### src/hw/rtl/stk_pkg.sv
// ----------------------------------------------------------------------------
// stk_pkg
// Shared constants, payload structs and sequencer states of the top-K heap.
// ----------------------------------------------------------------------------
package stk_pkg;

	localparam int MaxKeep = 2048;
	localparam int AddrW   = $clog2(MaxKeep);
	localparam int CountW  = $clog2(MaxKeep + 1);
	localparam int DataW   = 32;
	localparam int KeepW   = 12;
	localparam int PAddrW  = 3;
	localparam int PDataW  = 32;

	localparam logic [KeepW-1:0] KeepReset = KeepW'(2048);
	localparam logic             RegKeepCount = 1'b0;

	typedef struct packed {
		logic signed [DataW-1:0] value;
		logic                    clear_first;
	} item_t;

	typedef struct packed {
		logic signed [DataW-1:0] kth_largest;
		logic                    set_full;
	} result_t;

	typedef struct packed {
		logic signed [DataW-1:0] value;
		logic                    clear_first;
		logic [CountW-1:0]       k;
	} cmd_t;

	typedef enum logic [2:0] {
		S_IDLE,
		S_UP_RD,
		S_UP_CMP,
		S_DN_RD,
		S_DN_CMP,
		S_FINISH
	} state_t;

endpackage

### src/hw/rtl/stk_cfg.sv
// ----------------------------------------------------------------------------
// stk_cfg
// APB register port holding keep_count and deriving the clamped heap size K.
// ----------------------------------------------------------------------------
module stk_cfg (
	input  logic                           clk,
	input  logic                           arst_n,
	input  logic                           psel,
	input  logic                           penable,
	input  logic                           pwrite,
	input  logic [stk_pkg::PAddrW-1:0]     paddr,
	input  logic [stk_pkg::PDataW-1:0]     pwdata,
	output logic [stk_pkg::PDataW-1:0]     prdata,
	output logic                           pready,
	output logic [stk_pkg::CountW-1:0]     k_eff
);

	logic [stk_pkg::KeepW-1:0] keep_q;
	logic                      hit;

	assign hit    = (paddr[2] == stk_pkg::RegKeepCount);
	assign pready = 1'b1;

	always_ff @(posedge clk or negedge arst_n) begin
		if (!arst_n) begin
			keep_q <= stk_pkg::KeepReset;
		end else if (psel && penable && pwrite && hit) begin
			keep_q <= pwdata[stk_pkg::KeepW-1:0];
		end
	end

	always_comb begin
		prdata = '0;
		if (hit) begin
			prdata = stk_pkg::PDataW'(keep_q);
		end
	end

	always_comb begin
		if (keep_q == '0) begin
			k_eff = stk_pkg::CountW'(1);
		end else if (int'(keep_q) > stk_pkg::MaxKeep) begin
			k_eff = stk_pkg::CountW'(stk_pkg::MaxKeep);
		end else begin
			k_eff = stk_pkg::CountW'(keep_q);
		end
	end

endmodule

### config.mk
export PLATFORM = sky130hd
export DESIGN_NAME = stk_cfg
export DESIGN_NICKNAME = d
export VERILOG_FILES = /design/src/hw/rtl/stk_pkg.sv /design/src/hw/rtl/stk_cfg.sv
export SDC_FILE = /design/constraint.sdc
export NUM_CORES = 1
export LEC_CHECK = 0
export ABC_AREA = 1
export CAP_MARGIN = 25
export CORE_MARGIN = 2
export CORE_UTILIZATION = 60
export CTS_BUF_LIST = sky130_fd_sc_hd__clkbuf_2
export CTS_CLUSTER_SIZE = 40
export DETAILED_ROUTE_END_ITERATION = 8
export DONT_BUFFER_PORTS = 1
export PLACE_DENSITY = 0.76
export REMOVE_ABC_BUFFERS = 1
export SYNTH_ARGS = -nofsm -noshare
export SYNTH_HDL_FRONTEND = slang
export SYNTH_SLANG_ARGS = --single-unit
### constraint.sdc
create_clock -name clk -period 2.2 [get_ports clk]
set_input_delay 0.11 -clock clk [delete_from_list [all_inputs] [get_ports clk]]
set_output_delay 0.11 -clock clk [all_outputs]
set_load 0.02 [all_outputs]
==> results.toml, run 1 <==
[placement]
dp_hpwl_um = 1113
gp_congestion = 0.6907
dp_cells = 125
dpl-instance-area_um2 = 754.5
io_buffers = 0

[setup_path]
path_max_fanout = 10
startpoint_type = "flop"
worstPathRequired_ps = 2090
cp-end-kind = "output port"
arrival_ps = 1550
path_class = "flop to output port"

[route]
wl_met3_um = 154
wl_per_cell_um = 12.10
ant_nets = 0
top_layer = "met4"
drt-initial-drc-count = 11
drt_first_pass_iters = 4
drt-total-wl_um = 1706
met2_length_um = 821
drc = 0
viasPerCell = 4.979
via_count = 702
wl_met1_um = 678

[synthesis]
syn_inst = 117
ys_ff_latch = 12
yosys_warnings = 0
syn_area_um2 = 848.3
yosysUniqueCellTypes = 15
syn_avg_cell_area_um2 = 7.251
seq_area_frac_synth_pct = 35.55

[sta]
slew_headroom_pct = 63.91
fin_skew_ps = 0
setup_tns_ps = 0
drv_slew = 0
worstMarginPinSlew_ps = 539.5
rsz0062_at_grt = "no"
setup_violations = 0
clock.fmax_mhz = 603.9
min_period_over_period_pct = 75.27
finalCriticalPeriod_ps = 1656
hold_viol = 0

[finish]
reg_top3 = "keep_q (12)"
nets = 167
area_growth_pct = 5.310
drive_gt1_share_pct = 7.143
top_register = "keep_q"
final_core_util_pct = 67.81
diodes = 0
final_cell_count_no_fill = 141
final_area_um2 = 893.4
largest_register_ffs = 12

[floorplan]
initial_core_util_pct = 64.39
die_area_um2 = 1731
die_width_um = 41.60
rows = 13
io_pins = 85
chipHeight_um = 41.60
core_region_area_um2 = 1318

[global_route]
grtUsageTotal_pct = 21.10
grt_overflow = 0
grt_pass1_vias = 629
antenna_found_initial = 0
grt_max_degree = 25
grt_pass1_wl_um = 2760

[min_path]
min_path_type = "input port to flop"

[clocking]
cts.sinks = 12
cts.clk_slew.worst_paths_ps = 120
cts_root_buf = "clkbuf_2"
cts_max_level = 1
clk_path_buf_depth = 2
post_cts_resized = 0
cts_buffers = 3
cts_tree = "built"
clock_latency_ps = 270
post-cts-setup-buffers = 0
cts_hold_buf = 12

[power_and_ir_drop]
finalPower_mw = 0.6811
p_leak_nw = 0.4879
p_per_area_nw_per_um2 = 762.4
ir_drop_mv = 0.4292

[outcome]
status = "completed"

[run]
cap_violations = 0
## synth_stat cells
cell type   n  area share, %
a21oi_1    21             12
buf_2       3            1.8
buf_4      22             19
clkbuf_1    1           0.44
conb_1      2           0.89
dfrtp_1    11             32
dfstp_2     1            3.1
inv_1      13            5.8
inv_2       1           0.44
nand2_1     8            3.5
nand2_4     1            1.3
nand4_4     1            2.5
nor2_1     30             13
nor2_2      1           0.74
nor3_4      1            1.9
## cell families after synthesis
kind of cell	after synthesis	synth area share, %
AO/OA/AOI/OAI	21	12.39
flip-flops	12	35.55
other	2	0.8853
AND/OR/NAND/NOR	42	23.31
buffers and inverters	40	27.88
## stage by stage
| stage | setup slack (ps) | hold slack [ps] |
|---|---|---|
| 6_report | 544.0 | 19.04 |
| 5_1_grt | 398.2 | 27.03 |
| 4_1_cts | 519.8 | 11.97 |
| 3_5_place_dp | 843.1 | -185.3 |
| 3_3_place_gp | 863.2 | -185.3 |
| 2_1_floorplan | 970.0 | -185.6 |
## metal layers
metal	global-route usage, %	vias to the layer above
li1	-	334
met1	25.92	308
met2	33.75	54
met3	4.348	6
met4	12.90	0
met5	0	-
## final timing paths
check	start	to	slack (ps)	depth (start not counted)
worst max-delay path	keep_q[4]$_DFFE_PN0P_	k_eff[8]	540	5
worst min-delay path	pwdata[9]	keep_q[9]$_DFFE_PN0P_	20	2
worst max register to register	keep_q[11]$_DFFE_PN1P_	keep_q[11]$_DFFE_PN1P_	1110	2
worst min register to register	keep_q[1]$_DFFE_PN0P_	keep_q[1]$_DFFE_PN0P_	570	2
max in group asynchronous	arst_n	keep_q[11]$_DFFE_PN1P_	1580	1
min in group asynchronous	arst_n	keep_q[2]$_DFFE_PN0P_	240	1
## power by group
| part | internal (mW) | total [mW] | switching [mW] |
|---|---|---|---|
| clock | 0.0395 | 0.113 | 0.0735 |
| sequential | 0.265 | 0.307 | 0.0428 |
| combinational | 0.0581 | 0.261 | 0.203 |
| total | 0.362 | 0.681 | 0.319 |
## cell type report
| cell class | instances | area [um^2] |
|---|---|---|
| clock inverter | 1 | 3.754 |
| multi-input combinational | 84 | 381.6 |
| fill | 121 | 424.2 |
| clock buffer | 3 | 15.01 |
| inverter | 14 | 52.55 |
| tap | 15 | 18.77 |
| sequential | 12 | 301.5 |
| timing repair buffer | 12 | 120.1 |
## worst max-delay path, stage by stage, from the launching register on
cell     delay (ps)
dfrtp_1         400
nor2_1          100
nand2_1          70
nor2_2          170
nand2_4         120
a21oi_1         410
## layout by cell type, fill, tap and decap left out
cell type	instances
clkinv_1	1
nor3_4	1
dfstp_2	1
nor2_2	1
dlygate4sd3_1	12
nand4_4	1
conb_1	21
nor2_1	30
a21oi_1	21
inv_2	1
nand2_1	8
nand2_4	1
dfrtp_1	11
inv_1	13
clkbuf_2	3
Power figures use the tool's default switching activity.
==> inputs of run 2 (changes only) <==
CORE_UTILIZATION = 58   (was 60)
clock period = 1.4 ns   (was 2.2 ns; I/O delays follow)
==> run 2 against run 1 <==
Compared with the run above: the flow now finishes with violations (negative setup slack); critical path depth increased by 1; die area increased by 3.1%; non-clock buffer count increased by 15; hold slack improved by 90 ps; first-iteration DRC count decreased by 18%; sequential share of layout area decreased by 5.3 points; sequential cell count unchanged; routed wire length increased by 21%; register-to-register slack got worse by 560 ps; count of clock-buffer cells in the layout unchanged; clock skew unchanged; largest cell class unchanged.
==> results.toml, run 2 (same netlist as run 1, synthesis figures left out) <==
[sta]
slew_headroom_pct = 62.80
clock.fmax_mhz = 629.6
finalCriticalPeriod_ps = 1588
hold_viol = 0
setup_violations = 10
fin_skew_ps = 0
worstMarginPinSlew_ps = 556.1
min_period_over_period_pct = 113.5
fin_ws_ps = -188.4
setup_tns_ps = -1571
drv_slew = 0
rsz0062_at_grt = "yes"

[finish]
reg_top3 = "keep_q (12)"
drive_gt1_share_pct = 23.24
fillers = 104
top_register = "keep_q"
final_common_cell = "nor2_1"
final_cell_count_no_fill = 157
final_core_util_pct = 79.36
area_growth_pct = 24.78
nets = 183
final_area_um2 = 1059
largest_register_ffs = 12
layout.cells.most_common_list = "nor2_1 (30), conb_1 (21), a21oi_1 (13), dlygate4sd3_1 (13), buf_4 (13)"
diodes = 0

[floorplan]
io_pins = 85
die_area_um2 = 1785
chipHeight_um = 42.25
die_width_um = 42.25
rows = 13
initial_core_util_pct = 63.60
core_region_area_um2 = 1334

[route]
drt_first_pass_iters = 4
via_count = 769
drt-total-wl_um = 2065
drc = 0
drt-initial-drc-count = 9
viasPerCell = 4.898
wl_per_cell_um = 13.15
ant_nets = 0

[setup_path]
cp-end-kind = "output port"
path_class = "flop to output port"
path_max_fanout = 5
startpoint_type = "flop"
cp_cell_sequence = "nor2_1 -> nand2_1 -> nor2_4 -> nand2_4 -> a21oi_1 -> buf_4"
arrival_ps = 1520
cp_slowest_cell = "dfrtp_1"
worstPathRequired_ps = 1330
cp_num_buf_inv = 1
reg2reg_from = "keep_q[11]$_DFFE_PN1P_"
crit_family = "simple AND/OR/NAND/NOR gates"
critPathMaxStageDelay_ps = 400
cp-startpoint = "keep_q[6]$_DFFE_PN0P_"

[run]
cap_violations = 0

[clocking]
cts_tree = "built"
cts_buffers = 3
clock_latency_ps = 280
cts_max_level = 1
cts.sinks = 12
cts_root_buf = "clkbuf_2"
cts.clk_slew.worst_paths_ps = 120
clk_path_buf_depth = 2

[power_and_ir_drop]
p_per_area_nw_per_um2 = 1164
p_leak_nw = 0.5796
ir_drop_mv = 0.7229

[global_route]
grt_overflow = 0
grtUsageTotal_pct = 22.80
antenna_found_initial = 0
grt_pass1_vias = 657
grt_pass1_wl_um = 3063
grt_max_degree = 25

[placement]
dpl-instance-area_um2 = 837.1
dp_hpwl_um = 1260
gp_congestion = 0.6737
dp_cells = 136
io_buffers = 0
dpl_worst_slack_ps = 185.8

[outcome]
status = "finished, violations left"
failed_checks = "negative setup slack"

[min_path]
hold_path_startpoint = "paddr[2]"
min_path_type = "input port to flop"
==> run 2: cell count changes in the layout (fill, tap and decap cells not counted), sizes merged <==
cell,before,now
buf,0,14
dlygate4sd3,12,13
nand2,9,10
==> run 2: path summary, 6_finish.rpt <==
| check | slack, ps | endpoint | depth (start not counted) |
|---|---|---|---|
| setup / recovery | -190 | k_eff[4] | 6 |
| max in group asynchronous | 830 | keep_q[11]$_DFFE_PN1P_ | 1 |
| setup reg to reg | 550 | keep_q[11]$_DFFE_PN1P_ | 2 |
| min in group asynchronous | 200 | keep_q[5]$_DFFE_PN0P_ | 1 |
| hold reg to reg | 560 | keep_q[11]$_DFFE_PN1P_ | 2 |
| hold / removal | 110 | keep_q[11]$_DFFE_PN1P_ | 3 |
==> run 2: through the flow <==
stage	hold slack, ps	total power [mW]
CTS	118.8	1.187
detailed placement	-225.4	0.9539
global placement	-225.3	0.9407
global route	130.9	1.307
floorplan	-225.6	0.8216
finish	109.0	1.232
==> run 2: power breakdown <==
group	internal, mW	switching (mW)	total [mW]
Sequential	0.415	0.0469	0.462
Combinational	0.192	0.391	0.584
Clock	0.0620	0.125	0.187
Total	0.669	0.563	1.23
==> run 2: worst register-to-register path, stage by stage (launching register included) <==
cell and delay [ps]:
dfstp_2 580, inv_1 70, a21oi_1 130
==> run 2: layout make-up <==
class                   instances  area, um^2  area share (%)
multi-input cells              85       427.9           40.43
repair buffers                 27       239.0           22.58
well taps                      15       18.77           1.773
inverters                      14       52.55           4.965
flip-flops and latches         12       301.5           28.49
clock inverters                 1       3.754          0.3546
clock buffers                   3       15.01           1.418
==> run 2: metal layers <==
| layer | track usage [%] | part of all wire [%] |
|---|---|---|
| met1 | 27.79 | 38 |
| met2 | 39.08 | 52 |
| met3 | 5.603 | 8.3 |
| met4 | 7.500 | 1.5 |
| met5 | 0 | 0 |
==> run 2: timing repair <==
action	in CTS	in global routing
buffers inserted	1	2
hold buffers	13	0
setup endpoints to repair	10	11
resized for setup	6	6
gates cloned	1	0
pin swaps	1	1
hold endpoints to repair	24	0
==> inputs of run 3 (changes only) <==
SKIP_LAST_GASP = 1   (was unset)
==> run 3 against run 2 <==
Compared with the run above: the flow still finishes with violations (negative setup slack); clock skew did not move; cell count did not move; die area did not move; combinational power barely moved; first-iteration DRC count did not move; global-route usage did not move; clock power barely moved; register-to-register slack barely moved; total power did not move; routed wire length did not move; critical path type unchanged; largest cell class unchanged.
==> results.toml, run 3 (same netlist as run 1, synthesis figures left out) <==
[sta]
fin_ws_ps = -188.4
setup_violations = 10
slew_headroom_pct = 62.80
finalCriticalPeriod_ps = 1588
min_period_over_period_pct = 113.5
worstMarginPinSlew_ps = 556.1
rsz0062_at_grt = "yes"
fin_skew_ps = 0
drv_slew = 0
clock.fmax_mhz = 629.6
hold_viol = 0

[floorplan]
io_pins = 85
chipHeight_um = 42.25
rows = 13
initial_core_util_pct = 63.60
core_region_area_um2 = 1334
die_width_um = 42.25
die_area_um2 = 1785

[setup_path]
cp-startpoint = "keep_q[6]$_DFFE_PN0P_"
worstRegToRegCells = 2
path_class = "flop to output port"
cp-end-kind = "output port"
r2r_slack_ps = 550
worstPathRequired_ps = 1330
critPathCapture = "k_eff[4]"
path_max_fanout = 5
startpoint_type = "flop"
r2r_end = "keep_q[11]$_DFFE_PN1P_"
reg2reg_from = "keep_q[11]$_DFFE_PN1P_"
arrival_ps = 1520

[power_and_ir_drop]
p_leak_nw = 0.5796
p_per_area_nw_per_um2 = 1164
ir_drop_mv = 0.7229
finalPower_mw = 1.232

[finish]
largest_register_ffs = 12
diodes = 0
drive_gt1_share_pct = 23.24
final_common_cell = "nor2_1"
reg_top3 = "keep_q (12)"
final_cell_count_no_fill = 157
layout.cells.most_common_list = "nor2_1 (30), conb_1 (21), a21oi_1 (13), dlygate4sd3_1 (13), buf_4 (13)"
top_register = "keep_q"
nets = 183
area_growth_pct = 24.78

[placement]
gp_congestion = 0.6737
dp_hpwl_um = 1260
io_buffers = 0
dp_cells = 136

[run]
cap_violations = 0

[global_route]
antenna_found_initial = 0
grt_overflow = 0
grt_pass1_wl_um = 3063
grt_max_degree = 25
grt_pass1_vias = 657
grtUsageTotal_pct = 22.80

[route]
viasPerCell = 4.898
wl_per_cell_um = 13.15
ant_nets = 0
drt-initial-drc-count = 9
drt_first_pass_iters = 4
via_count = 769
drt-total-wl_um = 2065
drc = 0

[clocking]
cts.clk_slew.worst_paths_ps = 120
cts_root_buf = "clkbuf_2"
cts.sinks = 12
cts_tree = "built"
cts_max_level = 1
clk_path_buf_depth = 2
cts_buffers = 3
clock_latency_ps = 280

[min_path]
min_path_type = "input port to flop"

[outcome]
status = "finished, violations left"
failed_checks = "negative setup slack"
## run 3: cell counts in the layout (fill, tap and decap cells not counted)
No cell type changed its count.
## run 3: metal layers
metal	vias to the layer above	global-route usage [%]	share of wire [%]
met3	5	5.603	8.3
met1	354	27.79	38
met5	-	0	0
met2	47	39.08	52
met4	0	7.500	1.5
li1	363	-	-
## run 3: power by group
| part | total, mW | leakage, nW | switching, mW | internal [mW] |
|---|---|---|---|---|
| sequential | 0.462 | 0.128 | 0.0469 | 0.415 |
| clock | 0.187 | 0.0140 | 0.125 | 0.0620 |
| combinational | 0.584 | 0.438 | 0.391 | 0.192 |
| total | 1.23 | 0.580 | 0.563 | 0.669 |
## run 3: stage by stage
| stage | hold slack, ps | setup slack (ps) | TNS [ps] | instance area, um^2 | util (%) |
|---|---|---|---|---|---|
| global placement | -225.3 | 219.5 | 0 | 837.1 | 62.76 |
| finish | 109.0 | -188.4 | -1571 | 1059 | 79.36 |
| global route | 130.9 | -305.8 | -2689 | 1059 | 79.36 |
| CTS | 118.8 | -131.2 | -1129 | 1020 | 76.45 |
| floorplan | -225.6 | 210.0 | 0 | 735.7 | - |
| detailed placement | -225.4 | 185.8 | 0 | 837.1 | 62.76 |
## run 3: cell type report
cell class	count	area, um^2
clock buffers	3	15.01
flip-flops and latches	12	301.5
clock inverters	1	3.754
repair buffers	27	239.0
multi-input cells	85	427.9
well taps	15	18.77
inverters	14	52.55
fillers	104	275.3
## run 3: worst min-delay path by stage
stage	from	to	depth (start not counted)
floorplan	arst_n	keep_q[0]$_DFFE_PN0P_	0
finish	paddr[2]	keep_q[11]$_DFFE_PN1P_	3
global placement	arst_n	keep_q[7]$_DFFE_PN0P_	0
global route	paddr[2]	keep_q[11]$_DFFE_PN1P_	3
detailed placement	arst_n	keep_q[10]$_DFFE_PN0P_	0
CTS	paddr[2]	keep_q[11]$_DFFE_PN1P_	3
## run 3: critical path, cell delays in order (launching register included)
cell     delay (ps)
dfrtp_1         400
nor2_1          100
nand2_1         110
nor2_4          190
nand2_4         100
a21oi_1         170
buf_4           160
## run 3: timing repair
action | in CTS | in global routing
pin swaps | 1 | 1
setup endpoints to repair | 10 | 11
hold endpoints to repair | 24 | 0
gates resized for setup | 6 | 6
hold buffers | 13 | 0
setup buffers | 1 | 2
cloned | 1 | 0
